## src/design/ksdr_pkg.sv

```systemverilog
// Package: shared types and constants for the subset DP ranker.
`timescale 1ns / 1ps
package ksdr_pkg;
  localparam int SCORE_BITS = 23;
  localparam logic [SCORE_BITS-1:0] SCORE_MAX = {SCORE_BITS{1'b1}};

  localparam logic CMD_LOAD  = 1'b0;
  localparam logic CMD_SOLVE = 1'b1;

  typedef enum logic [2:0] {
    ST_IDLE,
    ST_SUBSET,
    ST_TERM,
    ST_SCAN,
    ST_WRITE,
    ST_READ,
    ST_WALK,
    ST_EMIT
  } ctrl_state_t;

  typedef struct packed {
    logic init_empty;
    logic subset_begin;
    logic term_step;
    logic subset_write;
    logic walk_begin;
    logic walk_read;
    logic walk_step;
    logic emit;
  } dp_cmd_t;

  typedef struct packed {
    logic last_subset;
    logic term_last;
    logic walk_done;
    logic emit_last;
  } dp_status_t;
endpackage

```

## src/design/ksdr_ctrl.sv

```systemverilog
// Controller: sequences the subset DP, the back-pointer walk and emission.
`timescale 1ns / 1ps
module ksdr_ctrl (
  input  logic                 clk,
  input  logic                 rst,
  input  logic                 solve_req,
  input  ksdr_pkg::dp_status_t status,
  output ksdr_pkg::dp_cmd_t    cmd,
  output logic                 busy
);
  import ksdr_pkg::*;

  ctrl_state_t state, state_next;

  always_ff @(posedge clk) begin
    if (rst) begin
      state <= ST_IDLE;
    end else begin
      state <= state_next;
    end
  end

  always_comb begin
    state_next = state;
    case (state)
      ST_IDLE:   if (solve_req) state_next = ST_SUBSET;
      ST_SUBSET: state_next = ST_TERM;
      ST_TERM:   if (status.term_last) state_next = ST_SCAN;
      ST_SCAN:   state_next = ST_WRITE;
      ST_WRITE:  state_next = status.last_subset ? ST_READ : ST_SUBSET;
      ST_READ:   state_next = ST_WALK;
      ST_WALK:   state_next = status.walk_done ? ST_EMIT : ST_READ;
      ST_EMIT:   if (status.emit_last) state_next = ST_IDLE;
      default:   state_next = ST_IDLE;
    endcase
  end

  always_comb begin
    cmd = '0;
    case (state)
      ST_IDLE:   cmd.init_empty = solve_req;
      ST_SUBSET: cmd.subset_begin = 1'b1;
      ST_TERM:   cmd.term_step = 1'b1;
      ST_SCAN:   cmd = '0;
      ST_WRITE: begin
        cmd.subset_write = 1'b1;
        cmd.walk_begin   = status.last_subset;
      end
      ST_READ:   cmd.walk_read = 1'b1;
      ST_WALK:   cmd.walk_step = 1'b1;
      ST_EMIT:   cmd.emit = 1'b1;
      default:   cmd = '0;
    endcase
  end

  assign busy = (state != ST_IDLE);
endmodule

```

## config.mk

```make
export PLATFORM = sky130hd
export DESIGN_NAME = ksdr_ctrl
export DESIGN_NICKNAME = d
export VERILOG_FILES = /design/src/design/ksdr_pkg.sv /design/src/design/ksdr_ctrl.sv
export SDC_FILE = /design/constraint.sdc
export NUM_CORES = 1
export LEC_CHECK = 0
export BUFFER_PORTS_ARGS = -buffer_cell sky130_fd_sc_hd__buf_2
export CAP_MARGIN = 20
export CORE_AREA = 3 3 40 42
export CTS_CLUSTER_SIZE = 12
export DETAILED_ROUTE_END_ITERATION = 10
export DIE_AREA = 0 0 43 45
export PLACE_DENSITY = 0.45
export SLEW_MARGIN = 20
export SYNTH_ARGS = -nofsm -noshare
export SYNTH_HDL_FRONTEND = slang
export SYNTH_SLANG_ARGS = --single-unit
```

## constraint.sdc

```tcl
create_clock -name clk -period 1.02 [get_ports clk]
set_input_delay 0.102 -clock clk [delete_from_list [all_inputs] [get_ports clk]]
set_output_delay 0.102 -clock clk [all_outputs]
set_load 0.01 [all_outputs]
```

==> metrics.csv <==
stage,metric,value,unit
status,outcome,"finished, violations left",
status,violations_in_the_final_reports,negative setup slack,
floorplan,initial_cell_density_of_the_core,17.82,%
drt,drt_pass1_iterations,2,
power_and_ir_drop,power,0.0005460,W
placement,io_buffer_count,15,
floorplan,core,1285,um^2
worst_setup_path,delay_of_the_slowest_critical_path_stage,380,ps
clock_network,clk_pin_slew_worst_paths,40,ps
finish,finish.utilization,39.92,%
clock_network,cts_hold_repair.buffers,0,
logic_synthesis,synth-warning-count,0,
finish,top_register,state,
clock_network,h-tree-depth,1,
drt,detail_route.drc_violations,0,
finish,reg.largest.list,state x3,
timing,period_minus_ws_final,1238,ps
placement,gp_congestion,0.6522,
logic_synthesis,post_synth_instance_area,229.0,um^2
worst_setup_path,critical_path.cell_chain,"or3_4, nor2_4, buf_6",
timing,layout_worst_path_cycle_share,121.4,%
clock_network,worst_skew_pair.late_latency,230,ps
timing,setup_repair_after_global_routing_missed_its_margin,yes,
worst_setup_path,critPathTopFamily,simple AND/OR/NAND/NOR gates,
drt,routed_length_per_instance,9.838,um
finish,layout_commonest_cell,sky130_fd_sc_hd__buf_2,
drt,route.vias.total,317,
floorplan,std_cell_rows,13,
timing,max_slew.worst_pin.slew,198.8,ps
clock_network,clock-sinks,3,
logic_synthesis,ys_types,19,
floorplan,die_y,45,um
grt,grt_use_total,8.223,%
finish,post_route_cells_drive_above_1_share,79.66,%
worst_setup_path,timing.critical_path.arrival,1140,ps
timing,setup_ws,-218.1,ps
finish,multi_input_comb_area,185.2,um^2
grt,wire_length_of_the_first_global_routing_pass,1214,um
job,maxCapViolCount,0,
finish,finalNetCount,67,
clock_network,tritoncts,done,
logic_synthesis,synth.avg_cell_area,7.632,um^2
logic_synthesis,synth_sequential_area_ratio,26.23,%
power_and_ir_drop,ir_worst_vdd,534.0,uV
timing,hold_violations,0,
finish,diodes,0,
worst_setup_path,critical_path.max_fanout,5,
floorplan,die-area,1935,um^2
drt,drt_iter0_drc,2,
finish,filler_cell_count,131,
worst_setup_path,worst_setup_path_start_kind,flop,
timing,setup_violations,12,
floorplan,ioPinCount,16,
worst_hold_path,hold_class,in2reg,
worst_setup_path,buf_inv_stages_crit_path,1,
logic_synthesis,synth_ff_type,sky130_fd_sc_hd__dfxtp_1,
finish,most-common-layout-cells,"sky130_fd_sc_hd__buf_2, sky130_fd_sc_hd__buf_4, sky130_fd_sc_hd__buf_6",
grt,grt_start_max_net_pins,8,
placement,detailed_place_hpwl,540.6,um
logic_synthesis,post_synthesis_register_bit_count,3,
timing,maxClockFrequency,807.7,MHz
placement,placed_cells,65,
drt,wirelength_routed,728,um
worst_setup_path,sort_of_element_at_the_end_of_the_critical_path,output pin,
power_and_ir_drop,power_leakage,0.2567,nW
worst_setup_path,timing.setup.critical_path_class,reg2out,
worst_setup_path,critical_path.slowest_cell,sky130_fd_sc_hd__or3_4,
worst_setup_path,required,920,ps
clock_network,cts-buffers-inserted,3,
finish,sequential_cell_area,68.82,um^2
finish,final_cell_count_no_fill,74,
finish,post-route-cell-area,513.0,um^2
timing,drv_slew,0,
finish,largest_reg_flops,3,
finish,area_growth,124.0,%
placement,detailed_place.area,361.6,um^2
floorplan,die_w,43,um
drt,route.detailed.vias_per_inst,4.284,
drt,antenna_violating_nets_post_route,0,
clock_network,clockRootBuffer,sky130_fd_sc_hd__clkbuf_4,
grt,number_of_antenna_violations_at_the_first_check_in_global_routing,0,
timing,maxSlewHeadroom,86.61,%
grt,first_global_vias,323,
logic_synthesis,synthesized_net_count,37,
timing,skew,2.337,ps
logic_synthesis,post_synth_inst_count,30,
logic_synthesis,synth_enable_flop_cells,0,
logic_synthesis,ffs_w_async_s_r_synth,0,%
grt,global_route.overflow_total,0,
clock_network,cts_buffer_depth,2,
power_and_ir_drop,pwr_density_cell,1064,nW/um^2
## metal layers
metal	vias up	global-route usage, %	share of wire, %
li1	161	-	-
met1	150	9.091	38
met2	6	14.37	58
met3	0	1.594	4.4
met4	0	5.422	0
met5	-	0	0
## cells by family (layout without fill, tap and decap cells)
logic type | count (synthesis) | after routing | synth area share, %
simple gates | 12 | 12 | 30.61
compound gates | 9 | 9 | 28.41
buf+inv | 6 | 35 | 14.75
flops | 3 | 3 | 26.23
## per-stage QoR
stage	setup slack [ps]	TNS (ps)	hold slack [ps]
6_report	-218.1	-1346	63.93
3_5_place_dp	-30.80	-59.86	311.6
5_1_grt	-260.1	-1985	63.04
2_1_floorplan	-2.207	-2.207	171.1
4_1_cts	-229.6	-1440	58.24
3_3_place_gp	-33.40	-44.06	307.7
## cells in the mapped netlist, drive strengths merged (2+ instances only)
cell / number / area share [%]
inv: 4 / 6.6
a21oi: 3 / 6.6
dfxtp: 3 / 26
nor2: 3 / 6.0
and3: 2 / 5.5
buf: 2 / 8.2
nor3: 2 / 4.4
o21ai: 2 / 4.4
## final timing paths
path	from	endpoint	slack, ps	cells past startpoint
max	state[2]	cmd[7]	-220	3
max reg2reg	state[2]	state[0]	-50	5
min	rst	state[1]	60	2
min reg2reg	state[0]	state[0]	580	2
## where the power goes
group | total (W) | internal [W] | switching, W
sequential | 0.000140 | 0.000127 | 0.0000127
combinational | 0.000201 | 0.000112 | 0.0000894
clock | 0.000205 | 0.000146 | 0.0000583
total | 0.000546 | 0.000386 | 0.000160
## area by class of cell
type	count	share of cell area [%]
clock buffers	4	5.122
inverters	4	2.927
multi-input cells	21	36.10
flip-flops and latches	3	13.41
well taps	15	3.659
repair buffers	27	38.78
## what timing repair did
| item | 4_1_cts | 5_1_grt |
|---|---|---|
| setup buffers | 5 | 0 |
| resized for setup | 18 | 8 |
| pin swaps | 5 | 3 |
| setup endpoints to repair | 9 | 12 |
Note: power is estimated with default switching activity, not from simulation.
